`src/hdl/assert_macros.svh`:
```
// Assertion macros shared by the encoder counter RTL.
// Expects signals named clk and rst_n in the including scope.
`ifndef ASSERT_MACROS_SVH
`define ASSERT_MACROS_SVH

// Check a property on every rising edge outside reset
`define ERC_ASSERT(lbl, prop, msg) \
    lbl: assert property (@(posedge clk) disable iff (!rst_n) (prop)) else $error(msg);

// Check that a condition is followed by another in the next cycle
`define ERC_ASSERT_NEXT(lbl, ante, cons, msg) \
    lbl: assert property (@(posedge clk) disable iff (!rst_n) (ante) |=> (cons)) \
        else $error(msg);

`endif

```
`src/hdl/erc_pkg.sv`:
```
// Shared types and constants for the encoder relative count block.
// No dependencies; imported by every module of the block.
`default_nettype none

package erc_pkg;

    // Gain after reset: 1.0 in signed Q16.16
    localparam logic signed [31:0] GAIN_RESET = 32'sh0001_0000;

    typedef struct packed {
        logic               operational;
        logic signed [31:0] enc_count;
        logic [31:0]        enc_period;
        logic               preset_done;
        logic [3:0]         input_status;
        logic               index_level;
        logic               index_arm_set;
        logic               count_reset;
        logic               preset_request;
    } sample_t;

    typedef struct packed {
        logic signed [31:0] held_raw_count;
        logic [31:0]        held_raw_period;
        logic signed [31:0] relative_count;
        logic signed [63:0] position;
        logic [3:0]         status_out;
        logic               preset_command;
        logic               index_armed;
    } result_t;

    // Stage-to-stage transaction before scaling
    typedef struct packed {
        logic signed [31:0] held_raw_count;
        logic [31:0]        held_raw_period;
        logic signed [31:0] relative_count;
        logic [3:0]         status_out;
        logic               preset_command;
        logic               index_armed;
    } count_t;

    // Stage control: take loads the stage, drain empties it
    typedef struct packed {
        logic take;
        logic drain;
    } pipe_ctrl_t;

endpackage

`default_nettype wire

```
`src/hdl/erc_update.sv`:
```
// Count update stage: channel state and the count register stage.
// Depends on erc_pkg.
`default_nettype none

module erc_update (
    input  wire logic             clk,
    input  wire logic             rst_n,
    input  wire erc_pkg::pipe_ctrl_t ctrl,
    input  wire erc_pkg::sample_t item,
    output logic                  mid_valid,
    output erc_pkg::count_t       mid_data
);
    import erc_pkg::*;

    logic [31:0] last_raw_reg;
    logic [31:0] rel_count_reg;
    logic        prev_index_reg;
    logic        first_pass_reg;
    logic        was_op_reg;
    logic        pending_reg;
    logic        arm_reg;
    logic [31:0] hold_count_reg;
    logic [31:0] hold_period_reg;
    logic        mid_valid_reg;
    count_t      mid_reg;

    logic        pending_latched;
    logic        arm_latched;
    logic        pending_next;
    logic        arm_next;
    logic        zero_req;
    logic        index_hit;
    logic        rebase;
    logic [31:0] delta;
    logic [31:0] rel_count_next;
    logic [31:0] hold_count_next;
    logic [31:0] hold_period_next;

    // Work out the update for the item in the input register
    always_comb
    begin
        pending_latched  = pending_reg | item.preset_request;
        arm_latched      = arm_reg | item.index_arm_set;
        pending_next     = item.preset_done ? 1'b0 : pending_latched;
        zero_req         = first_pass_reg | item.count_reset;
        index_hit        = item.index_level & ~prev_index_reg & ~zero_req & arm_latched;
        arm_next         = index_hit ? 1'b0 : arm_latched;
        rebase           = ~was_op_reg | item.preset_done | zero_req | index_hit;
        delta            = rebase ? 32'd0 : (item.enc_count - last_raw_reg);
        rel_count_next   = (zero_req | index_hit) ? 32'd0 : (rel_count_reg + delta);
        hold_count_next  = pending_next ? hold_count_reg : item.enc_count;
        hold_period_next = pending_next ? hold_period_reg : item.enc_period;
    end

    // Advance channel state on each processed transaction
    always_ff @(posedge clk or negedge rst_n)
    begin
        if (!rst_n)
        begin
            last_raw_reg    <= '0;
            rel_count_reg   <= '0;
            prev_index_reg  <= 1'b0;
            first_pass_reg  <= 1'b1;
            was_op_reg      <= 1'b0;
            pending_reg     <= 1'b0;
            arm_reg         <= 1'b0;
            hold_count_reg  <= '0;
            hold_period_reg <= '0;
        end
        else if (ctrl.take)
        begin
            if (item.operational)
            begin
                last_raw_reg    <= item.enc_count;
                rel_count_reg   <= rel_count_next;
                prev_index_reg  <= item.index_level;
                first_pass_reg  <= 1'b0;
                was_op_reg      <= 1'b1;
                pending_reg     <= pending_next;
                arm_reg         <= arm_next;
                hold_count_reg  <= hold_count_next;
                hold_period_reg <= hold_period_next;
            end
            else
            begin
                was_op_reg  <= 1'b0;
                pending_reg <= pending_latched;
                arm_reg     <= arm_latched;
            end
        end
    end

    // Hold the stage valid until the scale stage takes it
    always_ff @(posedge clk or negedge rst_n)
    begin
        if (!rst_n)
            mid_valid_reg <= 1'b0;
        else if (ctrl.take && item.operational)
            mid_valid_reg <= 1'b1;
        else if (ctrl.drain)
            mid_valid_reg <= 1'b0;
    end

    // Load the count transaction; drop non-operational items
    always_ff @(posedge clk)
    begin
        if (ctrl.take && item.operational)
        begin
            mid_reg.held_raw_count  <= hold_count_next;
            mid_reg.held_raw_period <= hold_period_next;
            mid_reg.relative_count  <= rel_count_next;
            mid_reg.status_out      <= item.input_status;
            mid_reg.preset_command  <= pending_next;
            mid_reg.index_armed     <= arm_next;
        end
    end

    assign mid_valid = mid_valid_reg;
    assign mid_data  = mid_reg;

endmodule

`default_nettype wire

```
`src/hdl/erc_scale.sv`:
```
// Scale stage: count times Q16.16 gain into the result register.
// Depends on erc_pkg.
`default_nettype none

module erc_scale (
    input  wire logic               clk,
    input  wire logic               rst_n,
    input  wire erc_pkg::pipe_ctrl_t ctrl,
    input  wire erc_pkg::count_t    mid_data,
    input  wire logic signed [31:0] gain,
    output logic                    out_valid,
    output erc_pkg::result_t        out_data
);
    import erc_pkg::*;

    logic        out_valid_reg;
    result_t     out_reg;
    logic signed [63:0] product;

    // Full signed product, exact in 64 bits
    assign product = $signed(mid_data.relative_count) * $signed(gain);

    // Hold result valid until the consumer takes it
    always_ff @(posedge clk or negedge rst_n)
    begin
        if (!rst_n)
            out_valid_reg <= 1'b0;
        else if (ctrl.take)
            out_valid_reg <= 1'b1;
        else if (ctrl.drain)
            out_valid_reg <= 1'b0;
    end

    // Load the result transaction
    always_ff @(posedge clk)
    begin
        if (ctrl.take)
        begin
            out_reg.held_raw_count  <= mid_data.held_raw_count;
            out_reg.held_raw_period <= mid_data.held_raw_period;
            out_reg.relative_count  <= mid_data.relative_count;
            out_reg.position        <= product;
            out_reg.status_out      <= mid_data.status_out;
            out_reg.preset_command  <= mid_data.preset_command;
            out_reg.index_armed     <= mid_data.index_armed;
        end
    end

    assign out_valid = out_valid_reg;
    assign out_data  = out_reg;

endmodule

`default_nettype wire

```
`src/hdl/encoder_relative_count_index_latch_core.sv`:
```
// Encoder channel relative count with index latch, top level.
// Depends on erc_pkg, erc_update, erc_scale and assert_macros.svh.
//
//  channel   handshake                  payload
//  sample    sample_valid/sample_stall  sample (sample_t)
//  result    result_valid/result_stall  result (result_t)
//  config    cfg_valid/cfg_ready        cfg_data (position gain, Q16.16)
//
// One sample per cycle sustained while result_stall is low; a result passes
// through the input register, the count update and the gain multiply stages
// before it can leave.
// The count update state loop closes within the stage, which sets the rate.
// Non-operational samples update the request latches and give no result.
// Reset clears the channel state and sets the gain to 1.0; a result stall
// backs up through the stages and raises sample_stall once all are full.
`default_nettype none

module encoder_relative_count_index_latch_core (
    input  wire logic               clk,
    input  wire logic               rst_n,
    input  wire logic               sample_valid,
    output logic                    sample_stall,
    input  wire erc_pkg::sample_t   sample,
    output logic                    result_valid,
    input  wire logic               result_stall,
    output erc_pkg::result_t        result,
    input  wire logic               cfg_valid,
    output logic                    cfg_ready,
    input  wire logic signed [31:0] cfg_data
);
    import erc_pkg::*;

    `include "assert_macros.svh"

    logic               gain_wr;
    logic signed [31:0] position_gain_reg;
    logic               in_valid_reg;
    sample_t            in_data_reg;
    logic               mid_valid;
    count_t             mid_data;
    logic               out_free;
    logic               mid_free;
    logic               in_free;
    logic               accept;
    pipe_ctrl_t         update_ctrl;
    pipe_ctrl_t         scale_ctrl;
    logic               pipe_full;
    logic               op_take;
    logic               tail_empty;

    // Stage flow control
    assign out_free     = !result_valid || !result_stall;
    assign mid_free     = !mid_valid || out_free;
    assign in_free      = !in_valid_reg || mid_free;
    assign accept       = sample_valid && in_free;
    assign sample_stall = !in_free;

    assign update_ctrl.take  = in_valid_reg && mid_free;
    assign update_ctrl.drain = mid_valid && out_free;
    assign scale_ctrl.take   = mid_valid && out_free;
    assign scale_ctrl.drain  = result_valid && !result_stall;

    // Take gain writes at any time
    assign cfg_ready = 1'b1;
    assign gain_wr   = cfg_valid && cfg_ready;

    always_ff @(posedge clk or negedge rst_n)
    begin
        if (!rst_n)
            position_gain_reg <= GAIN_RESET;
        else if (gain_wr)
            position_gain_reg <= cfg_data;
    end

    // Input register
    always_ff @(posedge clk or negedge rst_n)
    begin
        if (!rst_n)
            in_valid_reg <= 1'b0;
        else if (accept)
            in_valid_reg <= 1'b1;
        else if (update_ctrl.take)
            in_valid_reg <= 1'b0;
    end

    always_ff @(posedge clk)
    begin
        if (accept)
            in_data_reg <= sample;
    end

    erc_update u_update (
        .clk       (clk),
        .rst_n     (rst_n),
        .ctrl      (update_ctrl),
        .item      (in_data_reg),
        .mid_valid (mid_valid),
        .mid_data  (mid_data)
    );

    erc_scale u_scale (
        .clk       (clk),
        .rst_n     (rst_n),
        .ctrl      (scale_ctrl),
        .mid_data  (mid_data),
        .gain      (position_gain_reg),
        .out_valid (result_valid),
        .out_data  (result)
    );

    // Terms for the checks below
    assign pipe_full  = in_valid_reg && mid_valid && result_valid && result_stall;
    assign op_take    = update_ctrl.take && in_data_reg.operational;
    assign tail_empty = !result_valid && !mid_valid;

    // Stall only when every stage holds a transaction and the output waits
    `ERC_ASSERT(a_stall_full, !sample_stall || pipe_full, "sample_stall with a free stage")

    // An operational item always reaches the count stage
    `ERC_ASSERT_NEXT(a_op_loads, op_take, mid_valid, "operational item lost")

    // A new result comes only from the count stage
    `ERC_ASSERT_NEXT(a_result_source, tail_empty, !result_valid, "result with no count stage")

endmodule

`default_nettype wire
```
`config.mk`:
```
export PLATFORM = sky130hd
export DESIGN_NAME = encoder_relative_count_index_latch_core
export DESIGN_NICKNAME = d
export VERILOG_FILES = /design/src/hdl/erc_pkg.sv /design/src/hdl/erc_update.sv /design/src/hdl/erc_scale.sv /design/src/hdl/encoder_relative_count_index_latch_core.sv
export VERILOG_INCLUDE_DIRS = /design/src /design/src/hdl
export SDC_FILE = /design/constraint.sdc
export NUM_CORES = 2
export LEC_CHECK = 0
export BUFFER_PORTS_ARGS = -buffer_cell sky130_fd_sc_hd__buf_4
export CAP_MARGIN = 20
export CORE_UTILIZATION = 55
export DETAILED_ROUTE_END_ITERATION = 10
export GPL_TIMING_DRIVEN = 0
export HOLD_SLACK_MARGIN = 0.06
export PLACE_DENSITY = 0.74
export SETUP_SLACK_MARGIN = 0.15
export SYNTH_ARGS = -nofsm -noshare
export SYNTH_HDL_FRONTEND = slang
export SYNTH_HIERARCHICAL = 1
export SYNTH_SLANG_ARGS = --single-unit
```
`constraint.sdc`:
```
create_clock -name clk -period 29.3 [get_ports clk]
set_clock_uncertainty 0.2 [all_clocks]
set_input_delay 2.93 -clock clk [delete_from_list [all_inputs] [get_ports clk]]
set_output_delay 2.93 -clock clk [all_outputs]
set_load 0.01 [all_outputs]
```
Yosys cells after proc, flatten, opt, wreduce, memory -nomap -nowiden

Cells that the tools add are included.

Register bits: 510
Bits of input ports: 111

Add/sub/neg operators: 2
Reductions and logical operators: 17
Bitwise logic cells: 13
Muxes and demuxes: 15
$mul: 1

Operators by type and width:

| operator          | count |
|---|---|
| $mux 32           | 4 |
| $mul 32x32->64    | 1 |
| $add 32x32->32    | 1 |
| $sub 32x32->32    | 1 |
| $mux 1            | 11 |
| $or 1x1->1        | 7 |
| $reduce_bool 2->1 | 3 |
| $logic_and 1x1->1 | 5 |
| $logic_not 1->1   | 5 |
| $and 1x1->1       | 3 |
| $logic_or 1x1->1  | 3 |
| $not 1->1         | 3 |
| $reduce_and 2->1  | 1 |

Longest topological paths before layout

Word-level depth: 8
Mapped depth: 28
Mapped depth without buffers: 26

Cells and area by module

The synthesis kept the hierarchy.

Modules (own cells, without submodules):

| module                                  | area an instance (µm²) | cells an instance | times used |
|---|---|---|---|
| erc_scale                               | 41302.1                | 4049              | 1 |
| erc_update                              | 12256.8                | 1338              | 1 |
| encoder_relative_count_index_latch_core | 3651.0                 | 153               | 1 |

Worst setup path before layout

No wires, ideal clock.

Path kind: input-to-reg
From: input port result_stall
To: register u_update.mid_valid_reg (netlist: u_update/mid_valid)
Library setup time: 0.656 ns
Path slack: 12.487 ns
Path buffers: 0
Data arrival time: 15.957 ns
Cell stages on the path: 2
Required time: 28.444 ns
Cells stage by stage: a21boi_0 > o21ai_0

Cells in the longest elaborated chain, start to end: 6

Ends and longest elaborated chain:

| element                                     | line                                          | RTL |
|---|---|---|
| start, declared                             | encoder_relative_count_index_latch_core.sv:25 | `input wire logic result_stall,` |
| $logic_not 1->1 *                           | encoder_relative_count_index_latch_core.sv:52 | `assign out_free = !result_valid \|\| !result_stall;` |
| $logic_or 1x1->1 *                          | encoder_relative_count_index_latch_core.sv:52 |  |
| $logic_or 1x1->1                            | encoder_relative_count_index_latch_core.sv:53 | `assign mid_free = !mid_valid \|\| out_free;` |
| $logic_and 1x1->1                           | encoder_relative_count_index_latch_core.sv:58 | `assign update_ctrl.take = in_valid_reg && mid_free;` |
| $logic_and 1x1->1                           | erc_update.sv:98                              | `else if (ctrl.take && item.operational)` |
| $mux 1 or $reduce_bool 2->1 (tied branches) | --                                            |  |
| end signal, assigned                        | erc_update.sv:97                              | `mid_valid_reg <= 1'b0;` |
| end signal, assigned                        | erc_update.sv:99                              | `mid_valid_reg <= 1'b1;` |
| end signal, assigned                        | erc_update.sv:101                             | `mid_valid_reg <= 1'b0;` |
| end, declared                               | erc_update.sv:24                              | `logic mid_valid_reg;` |

Every way passes the cells marked *; elsewhere a longest branch is shown, timed or not.
A chain may end at the register's enable or synchronous reset.

Worst setup path after layout

From: register u_update.mid_reg (netlist bit u_update/mid_data[23])
To: register u_scale.out_reg (netlist bit u_scale/out_data[41]), data pin

Cells in the longest elaborated chain, start to end: 1

Ends and longest elaborated chain:

| element                       | line             | RTL |
|---|---|---|
| start, declared               | erc_update.sv:25 | `count_t mid_reg;` |
| $mul 32x32->64                | erc_scale.sv:21  | `assign product = $signed(mid_data.relative_count) * $signed(gain);` |
| named net u_scale.product[35] | erc_scale.sv:18  | `logic signed [63:0] product;` |
| end, declared                 | erc_scale.sv:17  | `result_t out_reg;` |

The timed path passes the listed nets, and every way through them passes these cells.

==> flow_summary.toml <==
[run_status]
status = "finished, final reports clean"

[critical_path]
timing.critical_path.from_type = "flop"
crit_required_ns = 29.42
critPathKind = "flop to flop"
reg2regPathDepth = 23
worstReg2RegEnd = "u_scale/out_data[41]"
critical_path_arrival_ns = 10.26
largest_fanout_on_the_critical_path = 10
worst_setup_path_end_kind = "flop"
rr_startpoint = "u_update/mid_data[23]"
rrSetupSlack_ns = 19.16

[flow_run]
max-cap-violations = 0

[synthesis]
synth_seq_cells = 510
synth_cell_types = 90
yosysSeqAreaShare_pct = 25.3
syn-mean-instance-area_sq_um = 10.3
mappedNetlistNets = 6981
synth-edff-count = 342
yosys_most_used_dff = "sky130_fd_sc_hd__edfxtp_1"
synth.yosys.warnings = 6
async_flop_share_pct = 32.9
post_synth_instance_area_sq_um = 57200
instance_count_of_the_mapped_netlist = 5540

[cells_and_area]
largest_register_ff_count = 166
seqCellArea_sq_um = 14500
design.final.nets = 7331
final_layout_size_suffix_gt1_share_pct = 7.91
post_layout_nonfiller_instances = 7312
area.growth.synth_to_final_pct = 10.5
fill_cells = 8470
multi_input_gate_area_sq_um = 37900

[grt]
grt.total_usage_pct = 36.0
first_global_vias = 43304
number_of_antenna_violations_at_the_first_check_in_global_routing = 8
grt_max_degree = 106
wire_length_of_the_first_global_routing_pass_mm = 277
grt-ovfl-total = 0

[detailed_routing]
detailroute.via_count = 40866
drtPass1Iterations = 6
detail-route-antenna-nets = 0
detail_route.wirelength_mm = 183
via_per_inst = 5.59
drc = 0
drtIter0Drc = 3682
route.detailed.wl_per_inst_microns = 25.1

[clocking]
clock_tree.htree_level_count = 2
tritoncts = "built"
clock_sink_count = 510
cts_max_path_bufs = 3
tritoncts.num_buffers = 58
clock_pin_slew_worst_setup_and_hold_paths_ns = 0.06
cts_hold_buf = 0
clock-root-buffer = "sky130_fd_sc_hd__clkbuf_16"
postCtsSetupRepairBufs = 0
clock_insertion_delay_worst_skew_ns = 0.68
cts.repair.resized = 0

[timing]
fmaxAchievable_ghz = 0.0986
finalMaxSlewViolations = 0
timing.final.hold_violations = 0
final.setup.tns_ns = 0
max_transition_margin_pct = 17.6
final-setup-viol-count = 0
grt_setup_unrepaired = "false"
period_share_pct = 34.6
period_needed_ns = 10.14
max_slew.worst_pin.slew_ns = 1.24

[placed_design]
place.detailed.hpwl_mm = 153
global_placement_routability_congestion = 1.06
number_of_buffer_cells_added_on_primary_ports = 277
post-place-cells = 7197

[floorplanning]
placementRows = 117
floorplan.die.height_microns = 325
die_x_microns = 325
design.die.area_sq_um = 105000
number_of_ports_placed_on_the_die_boundary = 280
floorplan.core_area_sq_um = 102000
starting_utilization_of_the_core_area_pct = 55.8

[hold_path]
worstHoldEndpoint = "u_scale/out_data[131]"
worstHoldStart = "u_update/mid_data[67]"
timing.hold.worst.class = "flop to flop"
hold_depth = 0
==> through the flow <==
stage / utilization [%] / hold WS (ns) / setup WS (ns) / instance area (sq um)
4_1_cts: 61.7 / 0.213 / 19.42 / 63200
5_1_grt: 61.7 / 0.218 / 18.90 / 63200
3_3_place_gp: 59.5 / 0.202 / 4.62 / 61000
3_5_place_dp: 59.8 / 0.205 / 19.47 / 61300
2_1_floorplan: - / 0.200 / 12.49 / 57200
6_report: 61.7 / 0.215 / 19.16 / 63200
==> cells in the final DEF (no fill, tap or decap), drive strengths merged, types with 17 or more instances in the layout <==
cell    Yosys  final
a21o       68     68
a21oi     122    122
and2      526    526
buf        15    304
clkbuf    258    328
clkinv      0     24
dfrtp     166    166
edfxtp    342    342
fa       1084   1084
ha        246    246
inv      1009   1016
mux2       42     42
nand2     992    992
nand2b     18     18
nand3      23     23
nand4      24     24
nor2      147    147
nor3       25     25
o21ai     106    106
o21bai     20     20
o31ai      17     17
xnor2      74     74
xor2       47     47
==> cell usage after synthesis (all sizes together), types with 14 or more instances <==
master  instances  area, sq um
nand2         992         3730
xnor2          74          648
and2          526         3290
xor2           47          412
fa           1084        21700
nand3          23          120
buf            15          119
o21ai         106          531
nor3           25          125
o31ai          17          151
o21bai         20          150
a31oi          14         93.8
nand4          24          150
nor2          147          552
edfxtp        342        10300
mux2           42          586
clkbuf        258          968
a21oi         122          629
ha            246         3080
a211oi         14          110
dfrtp         166         4150
a21o           68          510
inv          1009         3790
nand2b         18          113
==> cells by family after synthesis <==
kind of cell | after synthesis | synth area share (%)
other cells | 1 | 0.00655
simple gates | 1808 | 14.8
buf+inv | 1282 | 8.52
fa+ha+maj | 1330 | 43.3
flops | 510 | 25.3
compound gates | 444 | 5.17
mux | 43 | 1.04
xor+xnor | 122 | 1.89
==> layout make-up <==
type | count | area share (%)
multi-input cells | 3748 | 59.9
well taps | 1368 | 2.71
flip-flops and latches | 510 | 22.9
clock inverters | 40 | 0.568
plain buffers | 273 | 1.73
repair buffers | 290 | 3.74
clock buffers | 69 | 2.46
diodes | 5 | 0.0198
inverters | 1009 | 5.99
==> worst max-delay path by stage <==
stage | startpoint | end | slack (ns) | depth (start not counted)
after floorplan | result_stall | u_update/mid_valid | 12.49 | 2
after detailed placement | position_gain_reg[5] | u_scale/out_data[68] | 19.47 | 28
after global placement | result_stall | u_update/mid_valid | 4.62 | 3
after CTS | position_gain_reg[5] | u_scale/out_data[68] | 19.42 | 28
final | u_update/mid_data[23] | u_scale/out_data[41] | 19.16 | 23
after global routing | u_update/mid_data[37] | u_scale/out_data[68] | 18.90 | 28
==> critical path, cell delays in order (launching register included) <==
cell and delay, ns:
sky130_fd_sc_hd__edfxtp_1 0.88, sky130_fd_sc_hd__clkbuf_1 0.89, sky130_fd_sc_hd__nand2_1 0.17, sky130_fd_sc_hd__fa_1 0.53, sky130_fd_sc_hd__fa_1 0.58, sky130_fd_sc_hd__fa_1 0.52
sky130_fd_sc_hd__fa_1 0.56, sky130_fd_sc_hd__inv_1 0.06, sky130_fd_sc_hd__fa_1 0.76, sky130_fd_sc_hd__fa_1 0.53, sky130_fd_sc_hd__fa_1 0.55, sky130_fd_sc_hd__inv_1 0.06
sky130_fd_sc_hd__fa_1 0.48, sky130_fd_sc_hd__inv_1 0.05, sky130_fd_sc_hd__ha_1 0.27, sky130_fd_sc_hd__clkbuf_1 0.34, sky130_fd_sc_hd__nand4_1 0.28, sky130_fd_sc_hd__nor2_1 0.16
sky130_fd_sc_hd__nand2_1 0.12, sky130_fd_sc_hd__o31ai_4 0.55, sky130_fd_sc_hd__a41o_1 0.32, sky130_fd_sc_hd__o21a_1 0.13, sky130_fd_sc_hd__nor2_1 0.05, sky130_fd_sc_hd__xnor2_1 0.74
==> per-layer routing <==
layer | GRT usage, % | routed length [microns] | vias to the layer above
li1 | - | - | 17569
met1 | 48.2 | 71100 | 20973
met2 | 56.1 | 84200 | 1971
met3 | 10.6 | 20500 | 345
met4 | 12.5 | 7530 | 8
met5 | 0 | 93 | -
Power is left out: the tool's default activity adds up to more than one toggle a clock period on the data nets, which glitch-free logic cannot reach.
